### config.mk
export PLATFORM = sky130hd
export DESIGN_NAME = number_to_ascii_formatter
export DESIGN_NICKNAME = d
export VERILOG_FILES = /design/src/design/n2a_pkg.sv /design/src/design/number_to_ascii_formatter.sv
export SDC_FILE = /design/constraint.sdc
export NUM_CORES = 1
export LEC_CHECK = 0
export BUFFER_PORTS_ARGS = -buffer_cell sky130_fd_sc_hd__buf_2
export CORE_UTILIZATION = 30
export DETAILED_ROUTE_END_ITERATION = 7
export PLACE_DENSITY = 0.51
export SETUP_SLACK_MARGIN = 0.15
export SLEW_MARGIN = 20
export SYNTH_ARGS = -nofsm -noshare
export SYNTH_HDL_FRONTEND = slang
export SYNTH_SLANG_ARGS = --single-unit
### constraint.sdc
create_clock -name clock -period 10.6 [get_ports clock]
set_clock_uncertainty 0.2 [all_clocks]
set_input_delay 0.53 -clock clock [delete_from_list [all_inputs] [get_ports clock]]
set_output_delay 0.53 -clock clock [all_outputs]
set_load 0.05 [all_outputs]
### src/design/n2a_pkg.sv
package n2a_pkg;

   typedef logic [1:0] action_type;

   localparam action_type FMT_HEX16 = 2'd0;
   localparam action_type FMT_HEX32 = 2'd1;
   localparam action_type FMT_DEC16 = 2'd2;
   localparam action_type FMT_NONE  = 2'd3;

   localparam logic [7:0] CH_SPACE         = 8'h20;
   localparam logic [7:0] CH_ZERO          = 8'h30;
   localparam logic [7:0] CH_X             = 8'h78;
   localparam logic [7:0] HEX_ALPHA_OFFSET = 8'h37;
   localparam logic [3:0] HEX_DIGIT_LIMIT  = 4'hA;

   localparam int unsigned DEC_DIGITS = 5;
   localparam int unsigned MAX_CHARS  = 12;
   localparam int unsigned NUM_STG    = 5;

   localparam logic [3:0] LAST_HEX16 = 4'd7;
   localparam logic [3:0] LAST_HEX32 = 4'd11;
   localparam logic [3:0] LAST_DEC16 = 4'd6;

   localparam logic [13:0] W_10000 = 14'd10000;
   localparam logic [13:0] W_1000  = 14'd1000;
   localparam logic [13:0] W_100   = 14'd100;
   localparam logic [13:0] W_10    = 14'd10;

   typedef struct packed {
      action_type  action;
      logic [31:0] number;
   } req_type;

   typedef struct packed {
      logic [7:0] character;
      logic       last;
   } rsp_type;

   typedef struct packed {
      action_type                       action;
      logic [31:0]                      number;
      logic [13:0]                      rem;
      logic [0:DEC_DIGITS-1][3:0]       dig;
   } stage_type;

endpackage

### src/design/number_to_ascii_formatter.sv
// Formats a 32-bit number as ASCII text, one character per rsp transaction, with
// rsp_payload.last set on the final character. action 0 gives " 0xHHHH " (8 chars),
// action 1 gives " 0xHHHHHHHH " (12 chars), action 2 gives " DDDDD " (7 chars, the low
// 16 bits zero-padded in decimal); action 3 is accepted and produces nothing. Decimal
// digits are peeled off over a five-stage pipeline (input register, then four stages of
// one decimal digit each, the last one also keeping the units digit), followed by a
// character serializer and an output register. The serializer sends one character per
// cycle while rsp_ready does not stall the output; transactions keep entering the
// pipeline while the previous one is still being sent.
module number_to_ascii_formatter (
   input  logic              clock,
   input  logic              reset,
   input  logic              req_valid,
   output logic              req_ready,
   input  n2a_pkg::req_type  req_payload,
   output logic              rsp_valid,
   input  logic              rsp_ready,
   output n2a_pkg::rsp_type  rsp_payload
);
   import n2a_pkg::*;

   function automatic logic [3:0] dec_quot(input logic [15:0] value,
                                           input logic [13:0] weight);
      logic [3:0] q;
      q = '0;
      for (int k = 1; k <= 9; k++) begin
         if (18'(value) >= 18'(k) * 18'(weight)) q = 4'(k);
      end
      return q;
   endfunction

   function automatic logic [13:0] dec_rem(input logic [15:0] value,
                                           input logic [3:0]  q,
                                           input logic [13:0] weight);
      logic [17:0] prod;
      prod = 18'(q) * 18'(weight);
      return 14'(18'(value) - prod);
   endfunction

   function automatic logic [3:0] last_idx(input action_type action);
      logic [3:0] r;
      unique case (action)
         FMT_HEX16: r = LAST_HEX16;
         FMT_HEX32: r = LAST_HEX32;
         default:   r = LAST_DEC16;
      endcase
      return r;
   endfunction

   function automatic logic [7:0] hex_char(input logic [3:0] nib);
      logic [7:0] r;
      if (nib >= HEX_DIGIT_LIMIT) r = {4'b0, nib} + HEX_ALPHA_OFFSET;
      else r = {4'b0, nib} + CH_ZERO;
      return r;
   endfunction

   function automatic logic [7:0] char_at(input stage_type s, input logic [3:0] idx);
      logic [7:0] r;
      logic [3:0] lst;
      logic [3:0] ni;
      lst = last_idx(s.action);
      ni  = lst - idx - 4'd1;
      if (idx == 4'd0 || idx == lst) begin
         r = CH_SPACE;
      end else if (s.action == FMT_DEC16) begin
         r = {4'b0, s.dig[3'(idx - 4'd1)]} + CH_ZERO;
      end else if (idx == 4'd1) begin
         r = CH_ZERO;
      end else if (idx == 4'd2) begin
         r = CH_X;
      end else begin
         r = hex_char(4'(s.number >> {ni[2:0], 2'b00}));
      end
      return r;
   endfunction

   // digit pipeline
   stage_type            stg_ff [NUM_STG];
   stage_type            stg_in [NUM_STG];
   logic [NUM_STG-1:0]   vld_ff;
   logic [NUM_STG-1:0]   vld_in;
   logic [NUM_STG-1:0]   stg_rdy;

   // serializer
   stage_type            ser_ff;
   logic                 ser_vld_ff;
   logic [3:0]           idx_ff;
   logic                 ser_rdy;
   logic                 emit;
   logic                 cur_last;
   logic [7:0]           cur_char;

   // output register
   logic                 rsp_valid_ff;
   rsp_type              rsp_ff;
   logic                 out_rdy;

   always_comb begin
      stg_in[0]        = '0;
      stg_in[0].action = req_payload.action;
      stg_in[0].number = req_payload.number;

      stg_in[1]        = stg_ff[0];
      stg_in[1].dig[0] = dec_quot(stg_ff[0].number[15:0], W_10000);
      stg_in[1].rem    = dec_rem(stg_ff[0].number[15:0], stg_in[1].dig[0], W_10000);

      stg_in[2]        = stg_ff[1];
      stg_in[2].dig[1] = dec_quot(16'(stg_ff[1].rem), W_1000);
      stg_in[2].rem    = dec_rem(16'(stg_ff[1].rem), stg_in[2].dig[1], W_1000);

      stg_in[3]        = stg_ff[2];
      stg_in[3].dig[2] = dec_quot(16'(stg_ff[2].rem), W_100);
      stg_in[3].rem    = dec_rem(16'(stg_ff[2].rem), stg_in[3].dig[2], W_100);

      stg_in[4]        = stg_ff[3];
      stg_in[4].dig[3] = dec_quot(16'(stg_ff[3].rem), W_10);
      stg_in[4].rem    = dec_rem(16'(stg_ff[3].rem), stg_in[4].dig[3], W_10);
      stg_in[4].dig[4] = stg_in[4].rem[3:0];
   end

   // unused format code is taken and dropped at the door
   always_comb begin
      vld_in[0] = req_valid && (req_payload.action != FMT_NONE);
      for (int k = 1; k < NUM_STG; k++) vld_in[k] = vld_ff[k-1];
   end

   always_comb begin
      stg_rdy[NUM_STG-1] = !vld_ff[NUM_STG-1] || ser_rdy;
      for (int k = NUM_STG - 2; k >= 0; k--) stg_rdy[k] = !vld_ff[k] || stg_rdy[k+1];
   end

   assign req_ready = stg_rdy[0];

   always_ff @(posedge clock) begin
      if (reset) begin
         vld_ff <= '0;
      end else begin
         for (int k = 0; k < NUM_STG; k++) begin
            if (stg_rdy[k]) vld_ff[k] <= vld_in[k];
         end
      end
   end

   always_ff @(posedge clock) begin
      for (int k = 0; k < NUM_STG; k++) begin
         if (stg_rdy[k]) stg_ff[k] <= stg_in[k];
      end
   end

   assign out_rdy  = !rsp_valid_ff || rsp_ready;
   assign cur_char = char_at(ser_ff, idx_ff);
   assign cur_last = (idx_ff == last_idx(ser_ff.action));
   assign emit     = ser_vld_ff && out_rdy;
   // next transaction loads as the last character leaves
   assign ser_rdy  = !ser_vld_ff || (emit && cur_last);

   always_ff @(posedge clock) begin
      if (reset) begin
         ser_vld_ff <= 1'b0;
         idx_ff     <= '0;
      end else if (ser_rdy) begin
         ser_vld_ff <= vld_ff[NUM_STG-1];
         idx_ff     <= '0;
      end else if (emit) begin
         idx_ff <= idx_ff + 4'd1;
      end
   end

   always_ff @(posedge clock) begin
      if (ser_rdy) ser_ff <= stg_ff[NUM_STG-1];
   end

   always_ff @(posedge clock) begin
      if (reset) begin
         rsp_valid_ff <= 1'b0;
      end else if (out_rdy) begin
         rsp_valid_ff <= emit;
      end
   end

   always_ff @(posedge clock) begin
      if (out_rdy) begin
         rsp_ff.character <= cur_char;
         rsp_ff.last      <= cur_last;
      end
   end

   assign rsp_valid   = rsp_valid_ff;
   assign rsp_payload = rsp_ff;

endmodule

After elaboration in Yosys (flattened, before gate mapping)

Memory sizes are Yosys's and may differ from the RTL's. A register that Yosys moved wholly into a read port is not among the register bits.
Index checks and enable logic that the tools add are counted.

Memory bits (writable): 340
Output and inout bits: 11
Logic and storage cells: 141
Input bits: 38
Register bits after elaboration: 20
Memories kept: 1

Memories:

| name   | words | bits a word | read ports | clocked after Yosys merged registers in | write ports | line                            | RTL |
|---|---|---|---|---|---|---|---|
| stg_ff | 5     | 68          | 5          | 1                                       | 5           | number_to_ascii_formatter.sv:78 | `stage_type stg_ff [NUM_STG];` |

Reductions and logical operators: 21
Bitwise logic cells: 1
Multiplexer cells: 51
$mul: 4
Shift-type cells: 1
$lt $le $gt $ge: 35
Eq/ne operators: 6
Add/subtract/negate cells: 11

Operators by type and width:

| kind                 | count |
|---|---|
| $mux 4               | 31 |
| $ge 14x10->1 const B | 5 |
| $ge 14x13->1 const B | 4 |
| $ge 14x7->1 const B  | 4 |
| $ge 16x16->1 const B | 3 |
| $ge 14x6->1 const B  | 3 |
| $ge 14x9->1 const B  | 3 |
| $ge 16x15->1 const B | 2 |
| $shr 32x5->4         | 1 |
| $ge 14x12->1 const B | 2 |
| $ge 14x5->1 const B  | 2 |
| $mux 7               | 4 |
| $sub 14x14->14       | 2 |
| $add 4x6->7 const B  | 3 |
| $ge 16x14->1 const B | 1 |
| $ge 14x11->1 const B | 1 |
| $ge 14x14->1 const B | 1 |
| $ge 14x4->1 const B  | 1 |
| $ge 14x8->1 const B  | 1 |
| $mux 1               | 14 |
| $sub 14x11->14       | 1 |
| $sub 14x8->14        | 1 |
| $bmux 4 s3           | 1 |
| $mul 4x7->11 const B | 1 |
| other kinds (21)     | 38 |

Depth between registers and ports, before layout

An unclocked memory read counts as a cell.

Depth in word-level cells: 13
Mapped depth: 23

Least setup slack after synthesis

Ideal clock, no wire load.

Path type: register to output
Start: register idx_ff[0]
End: output req_ready
Arrival: 7.828 ns
Data required time: 9.870 ns
Slack: 2.042 ns
Stages on the path, launching flop included: 9
Path through: dfxtp_1 clkbuf_1 inv_1 ha_1 clkbuf_1 nand2_1 o31ai_1 nor2_1 nand3_1

Word-level cells in the longest chain between the ends: 8

Ends and longest elaborated chain:

| what                           | line                             | RTL |
|---|---|---|
| start: declaration             | number_to_ascii_formatter.sv:87  | `logic [3:0] idx_ff;` |
| start signal: assignment       | number_to_ascii_formatter.sv:165 | `idx_ff <= idx_ff + 4'd1;` |
| $eq 4x4->1                     | number_to_ascii_formatter.sv:152 | `assign cur_last = (idx_ff == last_idx(ser_ff.action));` |
| $logic_and 1x1->1              | number_to_ascii_formatter.sv:155 | `assign ser_rdy = !ser_vld_ff \|\| (emit && cur_last);` |
| $logic_or 1x1->1               | number_to_ascii_formatter.sv:155 |  |
| named net ser_rdy              | number_to_ascii_formatter.sv:88  | `logic ser_rdy;` |
| $logic_or 1x1->1               | number_to_ascii_formatter.sv:128 | `stg_rdy[NUM_STG-1] = !vld_ff[NUM_STG-1] \|\| ser_rdy;` |
| $logic_or 1x1->1 (4 in series) | number_to_ascii_formatter.sv:129 | `for (int k = NUM_STG - 2; k >= 0; k--) stg_rdy[k] = !vld_ff[k] \|\| stg_rdy[k+1];` |
| end: declaration               | number_to_ascii_formatter.sv:14  | `output logic req_ready,` |

The timed path passes the listed nets, and every way through them passes these cells.

==> flow_summary.json <==
{
  "syn-cell-area_mm2": 0.01344,
  "hold_class": "in2reg",
  "vias_per_cell": 4.420,
  "final.setup.tns_ns": 0,
  "grt_pass1_vias": 6854,
  "startpoint": "stg_ff[1][26]$_DFFE_PP_",
  "cts_resized": 0,
  "leakagePower_nw": 6.070,
  "antenna_cells": 0,
  "overflow": 0,
  "cp_max_fo": 10,
  "min-delay-start": "req_valid",
  "die_w_um": 213.7,
  "power_mw": 5.462,
  "rsz0062_at_grt": "no",
  "placed_area_mm2": 0.01440,
  "setup_viol": 0,
  "synthArstFlopShare_pct": 0,
  "rows": 77,
  "ant_nets": 0,
  "post-route-period-util_pct": 58.69,
  "coreArea_mm2": 0.04422,
  "drt_first_pass_iters": 4,
  "grt_pass1_wl_mm": 35.85,
  "start_kind": "register",
  "hpwl_mm": 15.07,
  "die_area_mm2": 0.04566,
  "place_congestion": 0.8058,
  "yosysSeqAreaShare_pct": 69.11,
  "synth_seq_cells": 313,
  "fmaxAchievable_mhz": 160.7,
  "drt-initial-drc-count": 581,
  "yosysWarnings": 0,
  "fin_ws_ns": 4.379,
  "vias": 7129,
  "routed_wirelength_mm": 22.70,
  "finalHoldViolCount": 0,
  "synth_edf_count": 302,
  "grt_usage_pct": 10.02,
  "htree_levels": 2,
  "port_buffers": 47,
  "place_ws_ns": 4.421,
  "synth_ff_type": "edfxtp_1",
  "maxSlewHeadroom_pct": 44.88,
  "numCtsBuffers": 35,
  "p_per_area_mw_per_mm2": 343.1,
  "final_cell_area_mm2": 0.01592,
  "synth_cell_type_count": 60,
  "clockBufferDepth": 3,
  "crit_required_ns": 10.64,
  "stdcell_count": 1613,
  "die_h_um": 213.7,
  "tightest_slew_ns": 0.8230,
  "drv_cap": 0,
  "crit_type": "reg2reg",
  "worstPathArrival_ns": 6.26,
  "clockRootBuffer": "clkbuf_16",
  "syn_inst": 893,
  "cts_tree": "built",
  "fin_util_pct": 36.00,
  "drv_slew": 0,
  "synth.avg_cell_area_um2": 15.05,
  "cts_sinks": 313,
  "areaGrowthSynthToFinish_pct": 18.44,
  "ios": 49,
  "placed_cells_incl_taps": 1517,
  "ir_drop_uv": 309.6,
  "status": "finished clean",
  "antenna_found_initial": 0,
  "drc": 0,
  "clock_latency_ns": 0.51,
  "avgRoutedWirePerCell_um": 14.07,
  "clk_pin_slew_ns": 0.06,
  "drive_gt1_share_pct": 13.12,
  "final.min_clock_period_ns": 6.221,
  "initial_core_util_pct": 30.40,
  "grt_max_degree": 56,
  "crit-reg2reg-launch": "stg_ff[1][26]$_DFFE_PP_",
  "fin_nets": 1116,
  "synth_nets": 1013,
  "critPathCaptureType": "register",
  "hold_ws_ns": 0.1273
}
[cells by family (layout without fill, tap and decap cells)]
group	count (synthesis)	after routing	share of synthesized area [%]
DFF	313	313	69.11
buffers and inverters	87	215	2.569
other	1	1	0.02790
muxes	22	22	2.485
and+or+nand+nor	193	193	7.009
AOI/OAI and AO/OA	154	154	7.493
adders and majority gates	83	83	8.489
xor gates and xnor gates	40	40	2.820
[layer usage]
metal	GRT usage [%]	wire, um	up-vias
met2	15.93	10580	97
met4	3.645	435	0
met5	0	0	-
met1	13.52	10890	3446
met3	2.094	795	33
li1	-	-	3553
[Yosys cell counts, types with 4 or more instances]
master / instances / share of area, %
nor3_1: 19 / 0.71
nor2_1: 52 / 1.5
nand2_1: 40 / 1.1
a31oi_1: 7 / 0.33
mux2i_1: 12 / 0.89
o21bai_1: 4 / 0.22
o41ai_1: 4 / 0.26
a211o_1: 7 / 0.46
edfxtp_1: 302 / 67
fa_1: 14 / 2.1
o21ai_0: 35 / 1.3
a211oi_1: 7 / 0.39
o21a_1: 6 / 0.34
nand4_1: 4 / 0.19
xnor2_1: 23 / 1.5
a21oi_1: 39 / 1.5
and3_1: 4 / 0.19
o31ai_1: 6 / 0.34
clkbuf_1: 15 / 0.42
xor2_1: 14 / 0.91
and2_1: 4 / 0.19
nor4_1: 8 / 0.37
nand2b_1: 13 / 0.61
nand3_1: 19 / 0.71
or2_2: 4 / 0.19
inv_1: 66 / 1.8
mux4_2: 9 / 1.5
o211ai_1: 6 / 0.34
or3_1: 4 / 0.19
a21o_1: 10 / 0.56
dfxtp_1: 11 / 1.6
ha_1: 68 / 6.3
nor2b_1: 16 / 0.74
[report_power, final]
| group | leakage, nW | internal (mW) | switching [mW] | total [mW] |
|---|---|---|---|---|
| registers | 3.30 | 1.69 | 0.136 | 1.83 |
| logic | 2.20 | 1.09 | 1.31 | 2.41 |
| clock network | 0.578 | 0.756 | 0.471 | 1.23 |
[cells in the final DEF, fill, tap and decap left out, types with 5 or more instances in the layout]
| cell type | synthesis | layout |
|---|---|---|
| edfxtp_1 | 302 | 302 |
| ha_1 | 68 | 68 |
| inv_1 | 66 | 65 |
| nor2_1 | 52 | 52 |
| buf_2 | 0 | 47 |
| a21oi_1 | 39 | 39 |
| nand2_1 | 40 | 38 |
| clkbuf_16 | 0 | 37 |
| o21ai_0 | 35 | 35 |
| dlygate4sd3_1 | 0 | 34 |
| xnor2_1 | 23 | 23 |
| nor3_1 | 19 | 19 |
| nand3_1 | 19 | 17 |
| nor2b_1 | 16 | 16 |
| xor2_1 | 14 | 14 |
| fa_1 | 14 | 14 |
| nand2b_1 | 13 | 13 |
| mux2i_1 | 12 | 12 |
| dfxtp_1 | 11 | 11 |
| a21o_1 | 10 | 10 |
| clkinv_2 | 0 | 10 |
| mux4_2 | 9 | 9 |
| nor4_1 | 8 | 8 |
| a211oi_1 | 7 | 7 |
| a31oi_1 | 7 | 7 |
| a211o_1 | 7 | 7 |
| o21a_1 | 6 | 6 |
| o211ai_1 | 6 | 6 |
| buf_4 | 1 | 6 |
| o31ai_1 | 6 | 5 |
| bufinv_16 | 0 | 5 |
[area by class of cell]
| type | count | area [um^2] |
|---|---|---|
| well taps | 592 | 740.7 |
| fillers | 4192 | 28300 |
| inverters | 66 | 250.2 |
| clock inverters | 24 | 254.0 |
| flip-flops and latches | 313 | 9289 |
| multi-input cells | 493 | 3836 |
| clock buffers | 38 | 929.6 |
| repair buffers | 87 | 620.6 |
[repair_timing]
action	in CTS	in global routing
hold buffers	33	1
endpoints found under the hold margin	33	1
buffers inserted	0	0
[sequential cells by signal (all words and copies together), names as in the netlist]
register and count:
ser_vld_ff 1, rsp_valid 1, idx_ff 4, ser_ff 52, rsp_payload 8, stg_ff 242, vld_ff 5
[worst max-delay path, cell delays in order, from the launching register on]
cell      delay (ns)
edfxtp_1        0.52
o211a_1         0.27
a41oi_1         0.63
inv_1           0.28
a21oi_1         0.47
inv_1           0.22
fa_1            0.63
inv_1           0.12
fa_1            0.49
ha_1            0.35
nor2b_1         0.15
o21a_1          0.17
o21ai_0         0.16
nand2b_1        0.07
a21oi_1         0.17
xor2_1          0.18
ha_1            0.28
inv_1           0.12
nor4_1          0.07
a311oi_1        0.23
o311ai_0        0.17
[final timing paths]
check	cells after the start	end	slack [ns]
worst max-delay path	20	stg_ff[2][32]$_DFFE_PP_	4.38
worst min-delay path	3	vld_ff[0]$_SDFFE_PP0P_	0.13
worst min register to register	0	ser_ff[35]$_DFFE_PP_	0.21
worst max register to register	20	stg_ff[2][32]$_DFFE_PP_	4.38
Power figures use the tool's default switching activity.
